## src/hw/rtl/dbtf_pkg.sv

```systemverilog
// Types, constants and frame byte selection for the deadband telemetry framer.
`timescale 1ns / 1ps
package dbtf_pkg;

    // Frame markers
    localparam logic [7:0] FRAME_SOF0 = 8'hFA;
    localparam logic [7:0] FRAME_SOF1 = 8'hAF;
    localparam logic [7:0] FRAME_EOF  = 8'hED;
    localparam logic [3:0] FRAME_LAST_IDX = 4'hF;

    // Configuration register indexes
    localparam logic [1:0] CFG_DEADBAND = 2'd0;
    localparam logic [1:0] CFG_HOLDOFF  = 2'd1;
    localparam logic [1:0] CFG_TRAILING = 2'd2;

    // Reset values of the configuration registers
    localparam logic [15:0] DEADBAND_RST = 16'd25;
    localparam logic [3:0]  HOLDOFF_RST  = 4'd3;
    localparam logic [7:0]  TRAILING_RST = 8'd5;

    localparam int ENABLE_BIT    = 4;
    localparam int QUEUE_DEPTH   = 2;
    localparam int CFG_DATA_W    = 16;

    typedef struct packed {
        logic signed [15:0] vel_left_back;
        logic signed [15:0] vel_right_back;
        logic signed [15:0] vel_left_front;
        logic signed [15:0] vel_right_front;
        logic signed [15:0] pos_x;
        logic signed [15:0] pos_y;
        logic [4:0]         switch_bits;
    } t_in_item;

    typedef struct packed {
        logic [7:0] frame_byte;
        logic       frame_last;
    } t_out_item;

    typedef struct packed {
        logic [15:0] deadband_threshold;
        logic [3:0]  holdoff_ticks;
        logic [7:0]  trailing_frame_limit;
    } t_cfg;

    // One frame waiting to be serialised, velocities already gated
    typedef struct packed {
        logic [15:0] vel_lb;
        logic [15:0] vel_lf;
        logic [15:0] vel_rb;
        logic [15:0] vel_rf;
        logic [4:0]  switch_bits;
        logic [15:0] pos_x;
        logic [15:0] pos_y;
    } t_frame_rec;

    typedef struct packed {
        logic       valid;
        t_frame_rec rec;
    } t_q_rd;

    // Magnitude of a two's complement word, 0..32768
    function automatic logic [16:0] mag17(input logic [15:0] v);
        logic [16:0] res;
        if (v[15]) begin
            res = 17'h10000 - {1'b0, v};
        end else begin
            res = {1'b0, v};
        end
        return res;
    endfunction

    function automatic logic [7:0] frame_byte_at(input t_frame_rec rec,
                                                 input logic [3:0] idx);
        logic [7:0] b;
        unique case (idx)
            4'd0:    b = FRAME_SOF0;
            4'd1:    b = FRAME_SOF1;
            4'd2:    b = rec.vel_lb[15:8];
            4'd3:    b = rec.vel_lb[7:0];
            4'd4:    b = rec.vel_lf[15:8];
            4'd5:    b = rec.vel_lf[7:0];
            4'd6:    b = rec.vel_rb[15:8];
            4'd7:    b = rec.vel_rb[7:0];
            4'd8:    b = rec.vel_rf[15:8];
            4'd9:    b = rec.vel_rf[7:0];
            4'd10:   b = {3'b000, rec.switch_bits};
            4'd11:   b = rec.pos_x[15:8];
            4'd12:   b = rec.pos_x[7:0];
            4'd13:   b = rec.pos_y[15:8];
            4'd14:   b = rec.pos_y[7:0];
            default: b = FRAME_EOF;
        endcase
        return b;
    endfunction

endpackage

```

## src/hw/rtl/dbtf_queue.sv

```systemverilog
// Small frame queue between the classifier and the serialiser.
`timescale 1ns / 1ps
module dbtf_queue #(
    parameter int DEPTH = dbtf_pkg::QUEUE_DEPTH  // 2 and up
) (
    input  logic                  i_clk,
    input  logic                  i_rst_n,
    input  logic                  i_push,
    input  dbtf_pkg::t_frame_rec  i_rec,
    output logic                  o_full,
    output dbtf_pkg::t_q_rd       o_rd,
    input  logic                  i_pop
);
    import dbtf_pkg::*;

    localparam int PTR_W = $clog2(DEPTH);
    localparam int CNT_W = $clog2(DEPTH + 1);

    t_frame_rec       r_mem [DEPTH];
    logic [PTR_W-1:0] r_wr_ptr, n_wr_ptr;
    logic [PTR_W-1:0] r_rd_ptr, n_rd_ptr;
    logic [CNT_W-1:0] r_count, n_count;

    always_ff @(posedge i_clk) begin
        if (i_push) begin
            r_mem[r_wr_ptr] <= i_rec;
        end
    end

    always_comb begin
        n_wr_ptr = r_wr_ptr;
        n_rd_ptr = r_rd_ptr;
        n_count  = r_count;
        if (i_push) begin
            n_wr_ptr = (r_wr_ptr == PTR_W'(DEPTH - 1)) ? '0 : r_wr_ptr + 1'b1;
        end
        if (i_pop) begin
            n_rd_ptr = (r_rd_ptr == PTR_W'(DEPTH - 1)) ? '0 : r_rd_ptr + 1'b1;
        end
        unique case ({i_push, i_pop})
            2'b10:   n_count = r_count + 1'b1;
            2'b01:   n_count = r_count - 1'b1;
            default: n_count = r_count;
        endcase
    end

    always_ff @(posedge i_clk) begin
        if (!i_rst_n) begin
            r_wr_ptr <= '0;
            r_rd_ptr <= '0;
            r_count  <= '0;
        end else begin
            r_wr_ptr <= n_wr_ptr;
            r_rd_ptr <= n_rd_ptr;
            r_count  <= n_count;
        end
    end

    assign o_full     = (r_count == CNT_W'(DEPTH));
    assign o_rd.valid = (r_count != '0);
    assign o_rd.rec   = r_mem[r_rd_ptr];

endmodule

```

## src/hw/rtl/dbtf_front.sv

```systemverilog
// Classifier: deadband and hold-off gating, trailing frame decision.
`timescale 1ns / 1ps
module dbtf_front (
    input  logic                  i_clk,
    input  logic                  i_rst_n,
    input  dbtf_pkg::t_cfg        i_cfg,
    input  logic                  i_valid,
    output logic                  o_ready,
    input  dbtf_pkg::t_in_item    i_item,
    input  logic                  i_q_full,
    output logic                  o_push,
    output dbtf_pkg::t_frame_rec  o_rec
);
    import dbtf_pkg::*;

    logic [4:0]  r_holdoff_count, n_holdoff_count;
    logic [7:0]  r_trailing_count, n_trailing_count;
    logic [16:0] thr;
    logic        still;
    logic        gate_zero;
    logic        send;
    logic        accept;

    assign o_ready = !i_q_full;
    assign accept  = i_valid && o_ready;
    assign thr     = {1'b0, i_cfg.deadband_threshold};

    assign still = (mag17(i_item.vel_left_back)   < thr) &&
                   (mag17(i_item.vel_right_back)  < thr) &&
                   (mag17(i_item.vel_left_front)  < thr) &&
                   (mag17(i_item.vel_right_front) < thr);

    always_comb begin
        n_holdoff_count  = r_holdoff_count;
        n_trailing_count = r_trailing_count;
        send             = 1'b0;

        priority if (still) begin
            n_holdoff_count = '0;
        end else if (r_holdoff_count < ({1'b0, i_cfg.holdoff_ticks} + 5'd1)) begin
            n_holdoff_count = r_holdoff_count + 5'd1;
        end else begin
            // Saturated: hold
            n_holdoff_count = r_holdoff_count;
        end

        priority if (i_item.switch_bits[ENABLE_BIT]) begin
            send             = 1'b1;
            n_trailing_count = '0;
        end else if (r_trailing_count <= i_cfg.trailing_frame_limit) begin
            send = 1'b1;
            if (r_trailing_count != 8'hFF) begin
                n_trailing_count = r_trailing_count + 8'd1;
            end
        end else begin
            // Past the trailing limit: drop the frame
            send = 1'b0;
        end
    end

    // Standstill or still inside the hold-off window: zero all wheels
    assign gate_zero = still || (n_holdoff_count < {1'b0, i_cfg.holdoff_ticks});

    always_comb begin
        o_rec.vel_lb      = gate_zero ? '0 : i_item.vel_left_back;
        o_rec.vel_lf      = gate_zero ? '0 : i_item.vel_left_front;
        o_rec.vel_rb      = gate_zero ? '0 : i_item.vel_right_back;
        o_rec.vel_rf      = gate_zero ? '0 : i_item.vel_right_front;
        o_rec.switch_bits = i_item.switch_bits;
        o_rec.pos_x       = i_item.pos_x;
        o_rec.pos_y       = i_item.pos_y;
    end

    assign o_push = accept && send;

    always_ff @(posedge i_clk) begin
        if (!i_rst_n) begin
            r_holdoff_count  <= '0;
            r_trailing_count <= '0;
        end else if (accept) begin
            r_holdoff_count  <= n_holdoff_count;
            r_trailing_count <= n_trailing_count;
        end
    end

endmodule

```

## src/hw/rtl/dbtf_back.sv

```systemverilog
// Serialiser: walks the head frame out one byte per transfer.
`timescale 1ns / 1ps
module dbtf_back (
    input  logic                 i_clk,
    input  logic                 i_rst_n,
    input  dbtf_pkg::t_q_rd      i_rd,
    output logic                 o_pop,
    output logic                 o_valid,
    input  logic                 i_ready,
    output dbtf_pkg::t_out_item  o_item
);
    import dbtf_pkg::*;

    logic       r_valid, n_valid;
    logic [3:0] r_idx, n_idx;
    t_out_item  r_item, n_item;
    logic       load;

    assign load = !r_valid || i_ready;

    always_comb begin
        n_valid = r_valid;
        n_idx   = r_idx;
        n_item  = r_item;
        o_pop   = 1'b0;
        if (load) begin
            if (i_rd.valid) begin
                n_valid           = 1'b1;
                n_item.frame_byte = frame_byte_at(i_rd.rec, r_idx);
                n_item.frame_last = (r_idx == FRAME_LAST_IDX);
                n_idx             = r_idx + 4'd1;
                o_pop             = (r_idx == FRAME_LAST_IDX);
            end else begin
                n_valid = 1'b0;
            end
        end
    end

    always_ff @(posedge i_clk) begin
        if (!i_rst_n) begin
            r_valid <= 1'b0;
            r_idx   <= '0;
        end else begin
            r_valid <= n_valid;
            r_idx   <= n_idx;
        end
    end

    always_ff @(posedge i_clk) begin
        r_item <= n_item;
    end

    assign o_valid = r_valid;
    assign o_item  = r_item;

endmodule

```

## src/hw/rtl/deadband_telemetry_framer_unit.sv

```systemverilog
// Top level of the deadband telemetry framer: config registers and the three stages.
`timescale 1ns / 1ps
//
//  Channel | Direction | Handshake          | Payload
//  --------+-----------+--------------------+----------------------------------
//  input   | in        | i_valid / o_ready  | i_item  (t_in_item, one tick)
//  output  | out       | o_valid / i_ready  | o_item  (t_out_item, one byte)
//  config  | in        | i_cfg_we           | i_cfg_index, i_cfg_data
//
//  A tick that sends a frame gives the serialiser 16 bytes, one byte per output
//  transfer; the serialiser's byte counter sets that figure.
//  A tick that sends nothing is taken and leaves no trace downstream.
//  The classifier takes a new tick whenever the frame queue has room, so it keeps
//  working while the serialiser is stalled by i_ready.
//  Synchronous active-low reset clears the counters, the queue and o_valid, and
//  reloads the config registers with their defaults; there is no clearing pass.
//
module deadband_telemetry_framer_unit #(
    parameter int QUEUE_DEPTH = dbtf_pkg::QUEUE_DEPTH
) (
    input  logic                            i_clk,
    input  logic                            i_rst_n,
    input  logic                            i_valid,
    output logic                            o_ready,
    input  dbtf_pkg::t_in_item              i_item,
    output logic                            o_valid,
    input  logic                            i_ready,
    output dbtf_pkg::t_out_item             o_item,
    input  logic                            i_cfg_we,
    input  logic [1:0]                      i_cfg_index,
    input  logic [dbtf_pkg::CFG_DATA_W-1:0] i_cfg_data
);
    import dbtf_pkg::*;

    t_cfg       r_cfg;
    logic       q_full;
    logic       q_push;
    logic       q_pop;
    t_frame_rec q_wr_rec;
    t_q_rd      q_rd;

    // Config writes land at once; an index beyond the list is dropped
    always_ff @(posedge i_clk) begin
        if (!i_rst_n) begin
            r_cfg.deadband_threshold   <= DEADBAND_RST;
            r_cfg.holdoff_ticks        <= HOLDOFF_RST;
            r_cfg.trailing_frame_limit <= TRAILING_RST;
        end else if (i_cfg_we) begin
            unique case (i_cfg_index)
                CFG_DEADBAND: r_cfg.deadband_threshold   <= i_cfg_data;
                CFG_HOLDOFF:  r_cfg.holdoff_ticks        <= i_cfg_data[3:0];
                CFG_TRAILING: r_cfg.trailing_frame_limit <= i_cfg_data[7:0];
                default:      r_cfg                      <= r_cfg;
            endcase
        end
    end

    // Front: gate velocities, advance counters, decide whether a frame goes out
    dbtf_front u_front (
        .i_clk    (i_clk),
        .i_rst_n  (i_rst_n),
        .i_cfg    (r_cfg),
        .i_valid  (i_valid),
        .o_ready  (o_ready),
        .i_item   (i_item),
        .i_q_full (q_full),
        .o_push   (q_push),
        .o_rec    (q_wr_rec)
    );

    // Hold frames so that the two sides stall independently
    dbtf_queue #(
        .DEPTH (QUEUE_DEPTH)
    ) u_queue (
        .i_clk   (i_clk),
        .i_rst_n (i_rst_n),
        .i_push  (q_push),
        .i_rec   (q_wr_rec),
        .o_full  (q_full),
        .o_rd    (q_rd),
        .i_pop   (q_pop)
    );

    // Back: emit the head frame byte by byte through a registered output
    dbtf_back u_back (
        .i_clk   (i_clk),
        .i_rst_n (i_rst_n),
        .i_rd    (q_rd),
        .o_pop   (q_pop),
        .o_valid (o_valid),
        .i_ready (i_ready),
        .o_item  (o_item)
    );

endmodule

```

## config.mk

```make
export PLATFORM = sky130hd
export DESIGN_NAME = deadband_telemetry_framer_unit
export DESIGN_NICKNAME = d
export VERILOG_FILES = /design/src/hw/rtl/dbtf_pkg.sv /design/src/hw/rtl/dbtf_queue.sv /design/src/hw/rtl/dbtf_front.sv /design/src/hw/rtl/dbtf_back.sv /design/src/hw/rtl/deadband_telemetry_framer_unit.sv
export SDC_FILE = /design/constraint.sdc
export NUM_CORES = 1
export LEC_CHECK = 0
export ABC_AREA = 1
export BUFFER_PORTS_ARGS = -buffer_cell sky130_fd_sc_hd__buf_4
export CORE_MARGIN = 8
export CORE_UTILIZATION = 45
export DETAILED_ROUTE_END_ITERATION = 10
export HOLD_SLACK_MARGIN = 0.15
export MAX_ROUTING_LAYER = met4
export RECOVER_POWER = 25
export SETUP_SLACK_MARGIN = 0.05
export SLEW_MARGIN = 30
export SYNTH_ARGS = -nofsm -noshare
export SYNTH_HDL_FRONTEND = slang
export SYNTH_HIERARCHICAL = 1
export SYNTH_SLANG_ARGS = --single-unit
export TNS_END_PERCENT = 20
```

## constraint.sdc

```tcl
create_clock -name i_clk -period 13.63 [get_ports i_clk]
set_clock_uncertainty 0.05 [all_clocks]
set_input_delay 1.363 -clock i_clk [delete_from_list [all_inputs] [get_ports i_clk]]
set_output_delay 1.363 -clock i_clk [all_outputs]
set_load 0.05 [all_outputs]
```

=== After elaboration in Yosys (flattened, before gate mapping) ===
Memories as Yosys holds them, arrays and structs flattened. A register that Yosys moved wholly into a read port is not among the register bits.
Cells that the tools add are included.

* Flip-flop bits (word level): 59
* Bits in writable memories: 202
* Memories: 1
* Input port bits: 124
* Output and inout port bits: 11
* Latch bits: 0
* Memory bits (read-only): 0

* Reductions and logical operators: 20
* Divide/modulo/power cells: 0
* Order comparisons: 7
* $mul: 0
* Equality and inequality tests: 21
* Bitwise logic cells: 0
* Muxes and demuxes: 26
* Shift operators: 0
* Add/subtract/negate cells: 12

{| class="wikitable"
|+ Memories
! memory !! depth !! width !! rd ports !! clocked after Yosys merged registers in !! wr ports !! RTL line !! RTL
|-
| u_queue.r_mem || 2 || 101 || 1 || 1 || 1 || dbtf_queue.sv:19 || <nowiki>t_frame_rec r_mem [DEPTH];</nowiki>
|}

{| class="wikitable"
|+ Operators with widths
! operator !! number
|-
| $pmux 8 s15 || 1
|-
| $lt 17x16->1 || 4
|-
| $mux 17 || 4
|-
| $sub 17x16->17 const A || 4
|-
| $mux 16 || 4
|-
| $eq 4x4->1 const B || 8
|-
| $mux 8 || 3
|-
| $eq 4x3->1 const B || 4
|-
| $mux 1 || 11
|-
| $mux 5 || 2
|-
| $add 8x1->8 const B || 1
|-
| $eq 4x2->1 const B || 2
|-
| $le 8x8->1 || 1
|-
| $ne 8x8->1 const B || 1
|-
| $reduce_and 2->1 || 4
|-
| $reduce_bool 2->1 || 4
|-
| $eq 2x2->1 const B || 3
|-
| $add 4x1->5 const B || 1
|-
| $add 5x1->5 const B || 1
|-
| $logic_and 1x1->1 || 5
|-
| $lt 5x4->1 || 1
|-
| $lt 5x5->1 || 1
|-
| $add 4x1->4 const B || 1
|-
| $eq 2x1->1 const B || 2
|-
| 10 further kinds || 13
|}

=== Depth between registers and ports, before layout ===
* Depth after elaboration: 10
* Mapped depth: 29
* Gate-level depth less buffers: 28

=== Cells and area by module ===
The synthesis kept the hierarchy.

{| class="wikitable"
|+ By module, submodules not included
! module !! area each (µm²) !! cells each !! instances !! seq. area each (µm²)
|-
| dbtf_queue || 7963.9 || 349 || 1 || 6165.9
|-
| dbtf_front || 4564.4 || 753 || 1 || 260.2
|-
| dbtf_back || 1838.0 || 338 || 1 || 370.4
|-
| deadband_telemetry_framer_unit || 1178.6 || 171 || 1 || 560.5
|}

=== Worst setup path after synthesis ===
No wires, ideal clock.

* Path type: in2reg
* Start point: input i_item[4] in the netlist's numbering
* End point: memory u_queue/r_mem[0][0] in the netlist's numbering, enable pin
* Library setup time: 0.562 ns
* Stages on the path: 4
* Arrival: 6.055 ns
* Slack: 6.964 ns
* Cells stage by stage: inv_1 a31oi_1 inv_1 nor2_1

* Longest elaborated chain between the ends: 4

{| class="wikitable"
|+ Ends and longest elaborated chain
! item !! RTL line !! RTL
|-
| start: declaration || deadband_telemetry_framer_unit.sv:25 || <nowiki>input dbtf_pkg::t_in_item i_item,</nowiki>
|-
| $mux 1 || dbtf_front.sv:47 || <nowiki>priority if (i_item.switch_bits[ENABLE_BIT]) begin</nowiki>
|-
| $logic_and 1x1->1 || dbtf_front.sv:74 || <nowiki>assign o_push = accept && send;</nowiki>
|-
| net q_push || deadband_telemetry_framer_unit.sv:37 || <nowiki>logic q_push;</nowiki>
|-
| $mux 1 || dbtf_queue.sv:25 || <nowiki>if (i_push) begin</nowiki>
|-
| $mux 1 (not written as such) || dbtf_queue.sv:26 || <nowiki>r_mem[r_wr_ptr] <= i_rec;</nowiki>
|-
| end: declaration || dbtf_queue.sv:19 ||
|}

The timed path passes the listed nets, and every way through them passes these cells.

==> flow_metrics.py <==
metrics = {
    "run_status": {
        "status": "finished, violations left",
        "violations": "max-capacitance violations, max-slew violations",
    },
    "sta": {
        "fin_crit_ns": 5.84,
        "fmax_mhz": 171,
        "period_share": 0.429,
        "hold_viol_final": 0,
        "holdWs_ns": 0.408,
        "fin_tns_setup_ns": 0,
        "grt_setup_unrepaired": "no",
        "setup_violations": 0,
        "finalMaxSlewViolations": 43,
        "relSlewSlack": -0.284,
        "worstMarginPinSlew_ns": 1.93,
    },
    "logic_synthesis": {
        "synth.net_count": 1822,
        "yosysTopAreaCell": "edfxtp_1",
        "syn_area_per_cell_sq_um": 9.65,
        "ys_seq_area_frac": 0.473,
        "ys_top_cells_by_area": "edfxtp_1, mux2_4, ha_1",
        "synthMostInstantiatedCell": "nand2_1",
        "synth_edf_count": 211,
        "ys_top_cells_by_count": "nand2_1, inv_1, edfxtp_1, nor2_1, mux2_4",
        "ys_types": 36,
        "synth_cells": 1611,
        "ys_async_sr_fraction": 0,
        "syn_area_sq_um": 15500,
        "ys_warn_count": 6,
        "ys_ff_latch": 262,
        "synth_top_area_share": 0.408,
        "synth-main-ff-cell": "edfxtp_1",
    },
    "die": {
        "num_io_pins": 135,
        "dieHeight_um": 202,
        "start_util": 0.453,
        "dieArea_sq_um": 40700,
        "coreArea_sq_um": 34300,
        "rows": 68,
        "dieWidth_um": 202,
    },
    "finish": {
        "drive_gt1_frac": 0.173,
        "diodes": 0,
        "fin_nets": 1908,
        "area_delta_synth_final_pct": 11.4,
        "final_cells": 2175,
        "final_util": 0.505,
    },
    "placement": {
        "gp_congestion": 0.879,
        "dp.cells": 2121,
        "io_buffers": 134,
        "dp_hpwl_um": 28600,
    },
    "setup_path": {
        "cp.arrival_ns": 6.05,
        "criticalPathCategory": "primary input to flop",
        "end_kind": "flop",
        "cp-start-kind": "primary input",
        "cp_max_fo": 64,
        "required_ns": 13.84,
    },
    "power_and_ir_drop": {
        "p_leak_nw": 7.64,
        "power_mw": 2.22,
        "p_int_mw": 1.60,
        "vdd_ir_drop_max_mv": 0.0957,
        "p_per_area_nw_per_um2": 128,
        "seq_power_share": 0.453,
        "switching_share": 0.276,
        "clockPowerShare": 0.353,
        "comb_power_share": 0.194,
        "switching_power_mw": 0.611,
    },
    "cts": {
        "cts.repair.resized": 0,
        "clk_pin_slew_ns": 0.06,
        "clk_path_buf_depth": 3,
        "cts.sinks": 262,
        "cts_root_buffer": "clkbuf_16",
        "insertion_delay_ns": 0.56,
        "cts_tree": "yes",
        "cts_buffers": 29,
        "htree_levels": 1,
        "cts_hold_buf": 0,
        "post_cts_buffers": 0,
    },
    "global_route": {
        "grtUsageTotal": 0.190,
        "grt_pass1_vias": 10800,
        "antenna_found_initial": 0,
        "gr-total-overflow": 0,
        "grt_pass1_wl_um": 60000,
        "grt_max_degree": 65,
    },
    "route": {
        "vias_per_cell": 5.00,
        "drc": 0,
        "ant_nets": 0,
        "firstDrtPassIters": 5,
        "vias": 10900,
        "drt-total-wl_um": 38700,
        "drt_iter0_drc": 805,
        "wire_per_inst_um": 17.8,
    },
    "worst_hold_path": {
        "hp-class": "flop to flop",
    },
    "flow_run": {
        "maxCapViolCount": 1,
    },
}
metrics by stage:
stage	area (sq um)	setup slack, ns
global route	17300	7.36
CTS	17400	7.78
detailed placement	16400	7.21
finish	17300	7.79
global placement	16400	7.34
floorplan	15500	6.96
power groups by stage:
stage,sequential [mW],combinational [mW],clock (mW)
global route,1.01,0.481,0.827
CTS,1.00,0.436,0.802
detailed placement,1.02,0.434,0
floorplan,1.03,0.307,0
finish,1.00,0.430,0.782
global placement,1.02,0.424,0
registers in the layout, summed over array words and instances, names as in the netlist, 2 cells and up, named ones only:
signal,count
u_front/r_holdoff_count,5
u_queue/r_mem,202
r_cfg,28
u_queue/r_count,2
u_back/o_item,9
u_front/r_trailing_count,8
u_back/r_idx,4
worst max-delay path: stages:
cell      delay, ns
buf_4          0.11
inv_1          0.10
ha_1           0.16
inv_1          0.05
nor3_1         0.26
nand4_1        0.17
o31ai_1        0.47
nand2_1        0.15
xor2_1         0.18
ha_1           0.29
nand2_1        0.06
inv_1          0.04
o21ai_1        0.12
nand2_1        0.07
a21oi_1        0.11
nand2_1        0.07
nor2_1         0.18
nand3_2        0.22
nand2_1        0.14
inv_1          0.05
ha_1           0.28
a21o_1         0.18
a211oi_1       0.21
nand2_1        0.12
nand2_4        0.65
nor2_1         0.14
cells by family (layout without fill, tap and decap cells):
logic type | Yosys count | count (layout) | share of synthesized area
buf+inv | 316 | 425 | 0.103
flops | 262 | 262 | 0.473
fa+ha+maj | 87 | 87 | 0.0700
compound gates | 109 | 109 | 0.0380
simple gates | 676 | 676 | 0.187
xor+xnor | 60 | 60 | 0.0338
mux | 101 | 101 | 0.0949
worst paths after layout:
| kind | from | endpoint | slack, ns | depth (start not counted) |
|---|---|---|---|---|
| worst min register to register | r_cfg[15]$_SDFFE_PN1P_ | r_cfg[15]$_SDFFE_PN1P_ | 0.41 | 2 |
| worst max-delay path | i_item[38] | u_queue/r_mem[1][74]$_DFFE_PP_ | 7.79 | 26 |
| worst max register to register | r_cfg[20]$_SDFFE_PN0P_ | u_queue/r_mem[1][74]$_DFFE_PP_ | 9.59 | 17 |
| worst min-delay path | r_cfg[15]$_SDFFE_PN1P_ | r_cfg[15]$_SDFFE_PN1P_ | 0.41 | 2 |
final cells by class:
cell class              instances  area, sq um
clock buffers                  36          752
clock inverters                18          209
fillers                      3262        17000
inverters                     231          870
multi-input cells            1033         6590
flip-flops and latches        262         7360
well taps                     455          569
repair buffers                140          972
placed cells by master (no fill, tap or decap), types with 2 or more instances in the layout:
cell | netlist | routed
a211oi_1 | 3 | 3
a21o_1 | 5 | 5
a21oi_1 | 59 | 59
a31oi_1 | 5 | 5
buf_4 | 43 | 101
bufinv_16 | 0 | 4
clkbuf_1 | 6 | 28
clkbuf_16 | 0 | 29
clkbuf_4 | 0 | 18
clkinv_1 | 1 | 8
clkinv_2 | 0 | 2
clkinv_4 | 0 | 2
clkinvlp_4 | 0 | 2
dfxtp_1 | 51 | 48
dfxtp_2 | 0 | 2
edfxtp_1 | 211 | 211
ha_1 | 87 | 87
inv_1 | 228 | 227
inv_2 | 2 | 2
mux2_2 | 11 | 11
mux2_4 | 90 | 90
nand2_1 | 290 | 290
nand3_1 | 78 | 78
nand3_2 | 4 | 4
nand3b_1 | 2 | 2
nand4_1 | 47 | 47
nor2_1 | 196 | 196
nor2_2 | 24 | 24
nor3_1 | 26 | 26
nor4_1 | 7 | 7
o21ai_0 | 28 | 28
o21ai_1 | 2 | 2
o21bai_1 | 3 | 3
o31ai_1 | 2 | 2
xnor2_1 | 2 | 2
xor2_1 | 58 | 58
per-layer routing:
| metal | routed length, um | global-route usage | vias to the layer above |
|---|---|---|---|
| met2 | 18000 | 0.308 | 241 |
| met4 | 1220 | 0.0564 | 0 |
| met3 | 1630 | 0.0227 | 64 |
| met1 | 17800 | 0.248 | 5077 |
| met5 | 0 | - | - |
| li1 | - | - | 5490 |
Power figures use the tool's default switching activity.
